### src/speed_display_pwm_controller_macros.svh
// Assertion helpers shared by the block. Each check is sampled on the rising
// clock edge and is disabled while reset is asserted.
`ifndef SPEED_DISPLAY_PWM_CONTROLLER_MACROS_SVH
`define SPEED_DISPLAY_PWM_CONTROLLER_MACROS_SVH

// Consequent must hold in the same cycle as the antecedent.
`define SPD_ASSERT_SAME(lbl, ante, cons, msg) \
	lbl: assert property (@(posedge clk) disable iff (!arst_n) (ante) |-> (cons)) \
		else $error(msg);

// Consequent must hold in the cycle after the antecedent.
`define SPD_ASSERT_NEXT(lbl, ante, cons, msg) \
	lbl: assert property (@(posedge clk) disable iff (!arst_n) (ante) |=> (cons)) \
		else $error(msg);

`endif

### src/spd_pkg.sv
package spd_pkg;

	localparam logic [12:0] FULL_SCALE_MV = 13'd5000;
	localparam logic [12:0] PWM_FULL      = 13'd8000;
	localparam logic [17:0] DWELL_FACTOR  = 18'd50;

	localparam logic [6:0] GLYPH_S = 7'h6D;
	localparam logic [6:0] GLYPH_T = 7'h07;
	localparam logic [6:0] GLYPH_O = 7'h3F;
	localparam logic [6:0] GLYPH_P = 7'h73;
	localparam logic [6:0] GLYPH_F = 7'h71;
	localparam logic [6:0] GLYPH_A = 7'h77;

	typedef enum logic [1:0] {
		MODE_NORMAL = 2'd0,
		MODE_FAST   = 2'd1,
		MODE_STOP   = 2'd2
	} mode_t;

	typedef struct packed {
		logic [12:0] pwm_compare;
		mode_t       mode;
		logic [6:0]  seg_thousands;
		logic [6:0]  seg_hundreds;
		logic [6:0]  seg_tens;
		logic [6:0]  seg_units;
		logic [7:0]  led_pattern;
		logic [17:0] led_dwell_us;
	} result_t;

	typedef struct packed {
		logic       run;
		logic [2:0] chaser_index;
		logic [7:0] chaser_pattern;
	} ctrl_state_t;

	// Seven-segment code of one decimal digit; the seven also lights f.
	function automatic logic [6:0] digit_glyph(input logic [3:0] digit);
		logic [6:0] code;
		unique case (digit)
			4'd0: code = 7'h3F;
			4'd1: code = 7'h06;
			4'd2: code = 7'h5B;
			4'd3: code = 7'h4F;
			4'd4: code = 7'h66;
			4'd5: code = 7'h6D;
			4'd6: code = 7'h7D;
			4'd7: code = 7'h27;
			4'd8: code = 7'h7F;
			4'd9: code = 7'h6F;
			default: code = 7'h00;
		endcase
		return code;
	endfunction

endpackage

### src/spd_datapath.sv
module spd_datapath (
	input  logic [12:0]          sample_mv,
	input  logic                 button_press,
	input  spd_pkg::ctrl_state_t state_cur,
	output spd_pkg::result_t     result,
	output spd_pkg::ctrl_state_t state_nxt
);

	logic        full;
	logic        run_new;
	logic [12:0] mv;
	logic [31:0] prod_pwm;
	logic [28:0] prod_q10;
	logic [28:0] prod_q100;
	logic [28:0] prod_q1000;
	logic [8:0]  q10;
	logic [5:0]  q100;
	logic [2:0]  q1000;
	logic [12:0] rem_units;
	logic [8:0]  rem_tens;
	logic [5:0]  rem_hundreds;
	logic [2:0]  idx_adv;

	assign full    = (sample_mv >= spd_pkg::FULL_SCALE_MV);
	assign mv      = full ? spd_pkg::FULL_SCALE_MV : sample_mv;
	assign run_new = state_cur.run ^ button_press;

	// Division by five, ten, one hundred and one thousand is done by
	// multiplication with scaled reciprocals, exact over the sample range.
	assign prod_pwm   = {16'd0, mv, 3'b000} * 32'd52429;
	assign prod_q10   = 29'(mv) * 29'd52429;
	assign prod_q100  = 29'(mv) * 29'd5243;
	assign prod_q1000 = 29'(mv) * 29'd8389;

	assign q10   = prod_q10[27:19];
	assign q100  = prod_q100[24:19];
	assign q1000 = prod_q1000[25:23];

	assign rem_units    = mv - ({q10, 3'b000} + {3'b000, q10, 1'b0});
	assign rem_tens     = q10 - ({q100, 3'b000} + {2'b00, q100, 1'b0});
	assign rem_hundreds = q100 - ({q1000, 3'b000} + {2'b00, q1000, 1'b0});

	assign idx_adv = state_cur.chaser_index + 3'd1;

	always_comb begin
		state_nxt     = state_cur;
		state_nxt.run = run_new;
		result.led_dwell_us = '0;
		result.led_pattern  = state_cur.chaser_pattern;
		priority if (full) begin
			result.pwm_compare   = spd_pkg::PWM_FULL;
			result.mode          = spd_pkg::MODE_FAST;
			result.seg_thousands = spd_pkg::GLYPH_F;
			result.seg_hundreds  = spd_pkg::GLYPH_A;
			result.seg_tens      = spd_pkg::GLYPH_S;
			result.seg_units     = spd_pkg::GLYPH_T;
		end else if (run_new) begin
			result.pwm_compare   = prod_pwm[30:18];
			result.mode          = spd_pkg::MODE_NORMAL;
			result.seg_thousands = spd_pkg::digit_glyph({1'b0, q1000});
			result.seg_hundreds  = spd_pkg::digit_glyph(rem_hundreds[3:0]);
			result.seg_tens      = spd_pkg::digit_glyph(rem_tens[3:0]);
			result.seg_units     = spd_pkg::digit_glyph(rem_units[3:0]);
			result.led_dwell_us  = 18'(spd_pkg::FULL_SCALE_MV - mv) * spd_pkg::DWELL_FACTOR;
			state_nxt.chaser_index   = idx_adv;
			state_nxt.chaser_pattern = ~(8'd1 << idx_adv);
			result.led_pattern       = ~(8'd1 << idx_adv);
		end else begin
			result.pwm_compare   = spd_pkg::PWM_FULL;
			result.mode          = spd_pkg::MODE_STOP;
			result.seg_thousands = spd_pkg::GLYPH_S;
			result.seg_hundreds  = spd_pkg::GLYPH_T;
			result.seg_tens      = spd_pkg::GLYPH_O;
			result.seg_units     = spd_pkg::GLYPH_P;
		end
	end

endmodule

### src/speed_display_pwm_controller.sv
// Speed display and PWM controller.
// The input channel (in_valid, in_stall) carries one millivolt sample and a
// brake-button flag per transfer. The output channel (out_valid, out_stall)
// carries one result per input: PWM compare value, mode, four segment codes,
// the LED chaser pattern and the chaser dwell time.
// A sample is captured in an input register, evaluated by a single pass of
// shallow logic, and written into the result register unless that is full
// and stalled. One transfer per cycle is sustained on both channels while
// the receiver does not stall; the run flag and chaser are updated as each
// item leaves the input register, so back-to-back items see the state left
// by the item before them.
// When the receiver stalls, the result register holds its contents, and the
// input register keeps one more item; in_stall rises only when both are
// full and the output is stalled.
// Reset empties both registers, sets the run flag to running, places the
// chaser so that the first normal item lights LED 0, and clears the held
// LED pattern.
`include "speed_display_pwm_controller_macros.svh"

module speed_display_pwm_controller (
	input  logic        clk,
	input  logic        arst_n,
	input  logic        in_valid,
	output logic        in_stall,
	input  logic [12:0] sample_mv,
	input  logic        button_press,
	output logic        out_valid,
	input  logic        out_stall,
	output logic [12:0] pwm_compare,
	output logic [1:0]  mode,
	output logic [6:0]  seg_thousands,
	output logic [6:0]  seg_hundreds,
	output logic [6:0]  seg_tens,
	output logic [6:0]  seg_units,
	output logic [7:0]  led_pattern,
	output logic [17:0] led_dwell_us
);

	logic                 valid_s1;
	logic [12:0]          sample_s1;
	logic                 press_s1;
	logic                 advance;
	logic                 out_valid_q;
	spd_pkg::result_t     result_q;
	spd_pkg::result_t     result_d;
	spd_pkg::ctrl_state_t state_q;
	spd_pkg::ctrl_state_t state_d;

	assign advance  = valid_s1 && (!out_valid_q || !out_stall);
	assign in_stall = valid_s1 && !advance;

	spd_datapath u_datapath (
		.sample_mv    (sample_s1),
		.button_press (press_s1),
		.state_cur    (state_q),
		.result       (result_d),
		.state_nxt    (state_d)
	);

	always_ff @(posedge clk or negedge arst_n) begin
		if (!arst_n) begin
			valid_s1 <= 1'b0;
		end else if (in_valid && !in_stall) begin
			valid_s1 <= 1'b1;
		end else if (advance) begin
			valid_s1 <= 1'b0;
		end
	end

	always_ff @(posedge clk) begin
		if (in_valid && !in_stall) begin
			sample_s1 <= sample_mv;
			press_s1  <= button_press;
		end
	end

	always_ff @(posedge clk or negedge arst_n) begin
		if (!arst_n) begin
			out_valid_q <= 1'b0;
			state_q.run            <= 1'b1;
			state_q.chaser_index   <= 3'd7;
			state_q.chaser_pattern <= 8'd0;
		end else if (advance) begin
			out_valid_q <= 1'b1;
			state_q     <= state_d;
		end else if (!out_stall) begin
			out_valid_q <= 1'b0;
		end
	end

	always_ff @(posedge clk) begin
		if (advance) begin
			result_q <= result_d;
		end
	end

	assign out_valid     = out_valid_q;
	assign pwm_compare   = result_q.pwm_compare;
	assign mode          = result_q.mode;
	assign seg_thousands = result_q.seg_thousands;
	assign seg_hundreds  = result_q.seg_hundreds;
	assign seg_tens      = result_q.seg_tens;
	assign seg_units     = result_q.seg_units;
	assign led_pattern   = result_q.led_pattern;
	assign led_dwell_us  = result_q.led_dwell_us;

	`SPD_ASSERT_NEXT(a_held_item_kept, valid_s1 && !advance, valid_s1, "held item was dropped")
	`SPD_ASSERT_SAME(a_fast_full_pwm, out_valid && (mode == spd_pkg::MODE_FAST), pwm_compare == spd_pkg::PWM_FULL, "overspeed result without full PWM")
	`SPD_ASSERT_SAME(a_dwell_only_normal, out_valid && (mode != spd_pkg::MODE_NORMAL), led_dwell_us == 18'd0, "dwell reported outside normal mode")
	`SPD_ASSERT_SAME(a_normal_duty_range, out_valid && (mode == spd_pkg::MODE_NORMAL), (pwm_compare < spd_pkg::PWM_FULL) && (led_dwell_us != 18'd0), "normal result out of range")

endmodule

### config.mk
export PLATFORM = sky130hd
export DESIGN_NAME = speed_display_pwm_controller
export DESIGN_NICKNAME = d
export VERILOG_FILES = /design/src/spd_pkg.sv /design/src/spd_datapath.sv /design/src/speed_display_pwm_controller.sv
export VERILOG_INCLUDE_DIRS = /design/src /design/src/src
export SDC_FILE = /design/constraint.sdc
export NUM_CORES = 1
export LEC_CHECK = 0
export ABC_AREA = 1
export BUFFER_PORTS_ARGS = -buffer_cell sky130_fd_sc_hd__buf_2
export CAP_MARGIN = 15
export CELL_PAD_IN_SITES_DETAIL_PLACEMENT = 2
export CELL_PAD_IN_SITES_GLOBAL_PLACEMENT = 2
export CORE_ASPECT_RATIO = 0.5
export CORE_MARGIN = 4
export CORE_UTILIZATION = 30
export CTS_BUF_LIST = sky130_fd_sc_hd__clkbuf_16
export DETAILED_ROUTE_END_ITERATION = 12
export MAX_ROUTING_LAYER = met4
export PLACE_DENSITY_LB_ADDON = 0.1
export SETUP_SLACK_MARGIN = 0.2
export SLEW_MARGIN = 20
export SYNTH_ARGS = -nofsm -noshare
export SYNTH_HDL_FRONTEND = slang
export SYNTH_SLANG_ARGS = --single-unit
### constraint.sdc
create_clock -name clk -period 19.9 [get_ports clk]
set_clock_uncertainty 0.2 [all_clocks]
set_input_delay 0.995 -clock clk [delete_from_list [all_inputs] [get_ports clk]]
set_output_delay 0.995 -clock clk [all_outputs]
set_load 0.02 [all_outputs]
==> results of run 1 <==
==> synth_stat cells, drive strengths merged (2+ instances only) <==
| master | count | share of area [%] |
|---|---|---|
| inv | 399 | 11 |
| ha | 276 | 25 |
| nand2 | 257 | 8.1 |
| nor2 | 120 | 3.6 |
| fa | 117 | 17 |
| a21oi | 83 | 3.0 |
| edfxtp | 82 | 17 |
| o21ai | 72 | 2.6 |
| nand3 | 59 | 2.7 |
| xor2 | 22 | 1.6 |
| xnor2 | 18 | 1.2 |
| clkbuf | 13 | 0.35 |
| or2 | 13 | 0.58 |
| a21o | 11 | 0.59 |
| dfrtp | 10 | 1.8 |
| nand4 | 10 | 0.60 |
| o211ai | 10 | 0.67 |
| o21bai | 10 | 0.53 |
| buf | 6 | 0.40 |
| nor3 | 6 | 0.25 |
| o21a | 5 | 0.27 |
| a31oi | 4 | 0.18 |
| dfstp | 4 | 0.75 |
| nand3b | 4 | 0.30 |
| a31o | 3 | 0.19 |
| a211oi | 2 | 0.11 |
| conb | 2 | 0.053 |
==> cell families (layout without fill, tap and decap cells) <==
family | count (synthesis) | count (layout) | share of synthesized area (%)
AO/OA/AOI/OAI | 204 | 204 | 8.28
XOR/XNOR | 40 | 40 | 2.78
adder cells (fa/ha/maj) | 393 | 393 | 41.2
buffers and inverters | 419 | 510 | 11.4
flip-flops | 96 | 96 | 20.0
other | 2 | 4 | 0.0533
AND/OR/NAND/NOR | 472 | 472 | 16.3
==> routing by layer <==
| layer | wire, um | GRT usage [%] | part of all wire [%] | up-vias |
|---|---|---|---|---|
| met1 | 21000 | 24.9 | 45 | 5529 |
| met2 | 22300 | 32.5 | 48 | 107 |
| met5 | 0 | - | 0 | - |
| li1 | - | - | - | 5320 |
| met3 | 1960 | 2.69 | 4.2 | 41 |
| met4 | 1110 | 5.05 | 2.4 | 0 |
==> worst max path at each step <==
| stage | start | end | slack (ns) | cells past startpoint |
|---|---|---|---|---|
| final | sample_s1[4] | seg_units[6] | 11.39 | 38 |
| after detailed placement | sample_s1[4] | seg_units[6] | 11.42 | 38 |
| after floorplan | sample_s1[4] | seg_units[6] | 13.04 | 39 |
| after global placement | sample_s1[4] | seg_units[6] | 11.62 | 38 |
| after CTS | sample_s1[4] | seg_units[6] | 11.37 | 38 |
| after global routing | sample_s1[4] | seg_units[6] | 10.76 | 38 |
==> metrics by stage <==
stage / hold slack, ns / instance area [um2] / setup slack (ns)
after global placement: 0.267 / 15300 / 11.62
final: 0.295 / 15600 / 11.39
after floorplan: 0.233 / 14100 / 13.04
after CTS: 0.287 / 15600 / 11.37
after detailed placement: 0.279 / 15300 / 11.42
after global routing: 0.311 / 15600 / 10.76
==> state kept, by name, summed over array words and instances, names as in the netlist, 2 cells and up <==
| signal | cells |
|---|---|
| seg_thousands | 7 |
| seg_tens | 7 |
| pwm_compare | 13 |
| led_dwell_us | 17 |
| led_pattern | 8 |
| seg_hundreds | 7 |
| mode | 2 |
| state_q | 12 |
| sample_s1 | 13 |
| seg_units | 7 |
==> layout make-up <==
class,instances,area [um2],area share (%)
clock buffers,9,225,1.44
clock inverters,7,97.6,0.626
inverters,400,1510,9.66
multi-input cells,1113,9670,62.0
flip-flops and latches,96,2820,18.1
well taps,627,785,5.03
repair buffers,94,488,3.13
==> worst max-delay path, delay by kind of cell (launching register included) <==
kind / cells / cell delay [ns]
buffers and inverters: 10 / 1.43
DFF: 1 / 0.51
and+or+nand+nor: 18 / 2.51
AOI/OAI and AO/OA: 3 / 0.41
adders and majority gates: 7 / 3.19
==> results.yml, run 1 <==
synthesis:
  ys_warn_count: 0
  synth_seq_area_share_pct: 20.0
  async_flop_share_pct: 14.6
  synth-edff-count: 82
  ys_dominant_reg_cell: "edfxtp_1"
  yosysUniqueCellTypes: 59
  ys_ff_latch: 96
  syn_area_um2: 14100
  avgSynthCellArea_um2: 8.66
  synth_cells: 1626
global_route:
  grt_max_degree: 72
  grt_pass1_wl_um: 73400
  first_global_vias: 12700
  globalRouteOverflowTotal: 0
  track_usage_pct: 19.4
  antenna_found_initial: 0
cts:
  clock_sinks: 96
  cts_resized: 0
  worstSkewPairLatency_ns: 0.38
  clkTransAtPathRegs_ns: 0.09
  tritoncts: "done"
  cts_setup_buffers: 0
  clockBufferDepth: 2
  cts_buffers: 9
  cts_htree_levels: 3
  postCtsHoldBufs: 0
  root_buffer: "clkbuf_16"
place:
  io_buffers: 87
  dpl.hpwl_um: 40500
  place_inst: 2330
  gp_congestion: 0.882
cells_and_area:
  layout_common_cells: "inv_1 (395), ha_1 (276), nand2_1 (225)"
  antenna_cells: 0
  fillers: 5254
  utilization_pct: 34.1
  layout_commonest_cell: "inv_1"
  final_net_count: 2125
  drive_gt1_share_pct: 11.6
  area_delta_synth_final_pct: 10.7
  instances_no_fill: 2346
min_path:
  min_from: "state_q[4]"
  hold_end: "state_q[4]"
  holdPathStages: 2
  holdCritPathClass: "register to register"
detailed_routing:
  firstDrtPassIters: 5
  vias: 11000
  routedWlPerCell_um: 19.8
  post-route-drc-count: 0
  drt-total-wl_um: 46400
  drt_iter0_drc: 436
  ant_nets: 0
  viasPerCell: 4.69
sta:
  tightest_slew_ns: 1.02
  slew_headroom_pct: 32.1
  rsz0062_at_grt: "false"
  max_clock_freq_mhz: 117
  hold_viol_final: 0
  post-route-min-period_ns: 8.51
  tns_ns: 0
  fin_crit_sh_pct: 42.8
  drv_slew: 0
  finalSetupViolCount: 0
critical_path:
  worstReg2RegStart: "sample_s1[4]"
  crit_slowest_cell: "fa_1"
  cp.arrival_ns: 8.46
  ff2ff_setup_slack_ns: 11.39
  startpoint_type: "register"
  worstSetupPathType: "register to register"
  slowest_delay_ns: 0.59
  r2r-end: "seg_units[6]"
  worst_r2r_path_depth: 38
  crit_fanout: 21
  endpoint_kind: "register"
  worstPathRequired_ns: 19.84
flow_run:
  cap_violations: 0
floorplanning:
  start_util_pct: 30.8
  dieArea_um2: 50700
  num_rows: 55
  ioPinCount: 89
  die_y_um: 161
  core_area_um2: 45800
  fp.dieW_um: 314
status:
  outcome: "completed"
Power of run 1 is left out: the tool's default activity adds up to more than one toggle a clock period on the data nets, which glitch-free logic cannot reach.
==> run 2, diff against run 1 <==
- ABC_AREA: 1 -> 0
- clock period: 19.9 -> 7.9 ns (I/O delays scaled with it)
==> run 2 against run 1 <==
Compared with the run above: via count fell by 9.0%; cell count down 9.8%; setup slack worse by 11 ns; flip-flop and latch count did not move; final area grew 6.1%; critical path depth shrank 5; critical path type unchanged; largest cell class unchanged; highest routed layer unchanged.
==> results.yml, run 2 <==
synthesis:
  ys_warn_count: 0
  synth_area_leaders: "ha_1 (26%), edfxtp_1 (19%), fa_1 (18%)"
  synth-edff-count: 82
  synth_seq_area_share_pct: 21.5
  ys_ff_latch: 96
  ys_dominant_reg_cell: "edfxtp_1"
  synth_cells: 1322
  synth_most_common_cell: "inv_1"
  yosys.area.top_type: "ha_1"
  synth_top_area_share_pct: 26.4
  async_flop_share_pct: 14.6
  yosysUniqueCellTypes: 72
  yosys-top-cells-count: "inv_1 (300), ha_1 (276), fa_1 (117), edfxtp_1 (82), nor2_1 (78)"
  avgSynthCellArea_um2: 9.90
  syn_area_um2: 13100
detailed_routing:
  ant_nets: 0
  viasPerCell: 4.73
  drt_iter0_drc: 431
  firstDrtPassIters: 4
  post-route-drc-count: 0
  vias: 10000
  drt-total-wl_um: 45100
  routedWlPerCell_um: 21.3
cts:
  clock_sinks: 96
  worstSkewPairLatency_ns: 0.36
  clkTransAtPathRegs_ns: 0.07
  cts_htree_levels: 3
  cts_buffers: 9
  tritoncts: "done"
  root_buffer: "clkbuf_16"
  clockBufferDepth: 2
floorplanning:
  core_area_um2: 42500
  die_y_um: 156
  fp.dieW_um: 303
  ioPinCount: 89
  num_rows: 53
  start_util_pct: 30.8
  dieArea_um2: 47200
critical_path:
  slowest_delay_ns: 0.55
  worstPathRequired_ns: 7.88
  crit_fanout: 7
  endpoint_kind: "register"
  worstSetupPathType: "register to register"
  worstReg2RegStart: "sample_s1[6]"
  ff2ff_setup_slack_ns: 0.23
  cp_common_cell: "ha_4"
  cp.arrival_ns: 7.65
  r2r-end: "seg_hundreds[6]"
  crit_slowest_cell: "or4_4"
  startpoint_type: "register"
  worst_r2r_path_depth: 33
global_route:
  globalRouteOverflowTotal: 0
  antenna_found_initial: 0
  track_usage_pct: 19.7
  first_global_vias: 11300
  grt_max_degree: 71
  grt_pass1_wl_um: 68400
cells_and_area:
  drive_gt1_share_pct: 26.1
  layout_commonest_cell: "inv_1"
  antenna_cells: 0
  layout_common_cells: "inv_1 (272), ha_1 (237), buf_4 (121)"
  area_delta_synth_final_pct: 26.3
  final_net_count: 1944
  largest_reg_flops: 17
sta:
  fin_crit_sh_pct: 97.0
  drv_slew: 0
  post-route-min-period_ns: 7.67
  slew_headroom_pct: 36.1
  finalSetupViolCount: 0
  hold_viol_final: 0
  tightest_slew_ns: 0.959
  max_clock_freq_mhz: 130
  rsz0062_at_grt: "true"
  tns_ns: 0
min_path:
  holdCritPathClass: "input port to register"
  holdPathStages: 1
  hold_end: "sample_s1[11]"
  min_from: "sample_mv[11]"
place:
  io_buffers: 87
  dpl.hpwl_um: 38000
  gp_congestion: 0.870
flow_run:
  cap_violations: 0
status:
  outcome: "completed"
[run 2: cell count changes in the layout (fill, tap and decap cells not counted), moves of 41 or more]
cell / previous run / this run
o21ai_0: 68 / 13
a21oi_1: 82 / 27
buf_4: 7 / 121
nor2_1: 112 / 71
inv_1: 395 / 272
nand2_1: 225 / 55
[run 2: area by class of cell]
class                      count  area (um2)
tap                          577         722
multi-input combinational    894        9900
inverter                     302        1160
clock buffer                  10         250
fill                        4573       26000
clock inverter                 6        46.3
timing repair buffer         230        1640
sequential                    96        2820
[run 2: per-stage QoR]
stage / utilization (%) / hold slack (ns) / area (um2) / std cells / setup slack, ns
2_1_floorplan: - / -0.101 / 13100 / 1324 / 0.230
4_1_cts: 36.8 / 0.000697 / 15600 / 2085 / 0.203
5_1_grt: 38.9 / 0.00342 / 16500 / 2115 / -0.0501
3_3_place_gp: 35.0 / 0.129 / 14900 / 2051 / 0.120
6_report: 38.9 / 0.0152 / 16500 / 2115 / 0.233
3_5_place_dp: 35.0 / 0.136 / 14900 / 2051 / -0.108
[run 2: repair_timing]
action | 4_1_cts | 5_1_grt
pin swaps | 32 | 82
buffers inserted | 14 | 30
gates cloned | 0 | 0
hold buffers | 4 | 0
gates resized for setup | 61 | 132
hold endpoints to repair | 13 | 0
setup endpoints to repair | 16 | 21
[run 2: how the worst max path moves through the flow]
stage	startpoint	cells after the start	slack, ns	to
4_1_cts	sample_s1[5]	33	0.20	seg_tens[3]
3_5_place_dp	sample_s1[6]	32	-0.11	seg_tens[3]
2_1_floorplan	sample_s1[6]	28	0.23	seg_tens[3]
5_1_grt	sample_s1[6]	33	-0.05	seg_hundreds[6]
3_3_place_gp	sample_s1[6]	31	0.12	seg_tens[0]
6_report	sample_s1[6]	33	0.23	seg_hundreds[6]
[run 2: critical path: cells and delay by family (launching register included)]
kind / cells / cell delay [ns]
flip-flops: 1 / 0.43
AND/OR/NAND/NOR: 6 / 1.49
XOR/XNOR: 6 / 1.16
buffers and inverters: 7 / 0.77
adder cells (fa/ha/maj): 8 / 2.54
AO/OA/AOI/OAI: 6 / 0.90
[run 2: cell families after synthesis]
logic type	Yosys count	synth area share, %
adder cells (fa/ha/maj)	393	44.3
buffers and inverters	334	9.77
AND/OR/NAND/NOR	243	9.04
AO/OA/AOI/OAI	162	8.59
flip-flops	96	21.5
XOR/XNOR	86	6.28
multiplexers	6	0.468
other	2	0.0574
[run 2: per-layer routing]
layer / share of wire [%] / vias up / track usage, %
met2: 46 / 125 / 31.8
li1: - / 4761 / -
met5: 0 / - / -
met3: 5.1 / 17 / 2.47
met1: 48 / 5099 / 27.3
met4: 0.93 / 0 / 2.78
Power of run 2 is left out for the same reason.
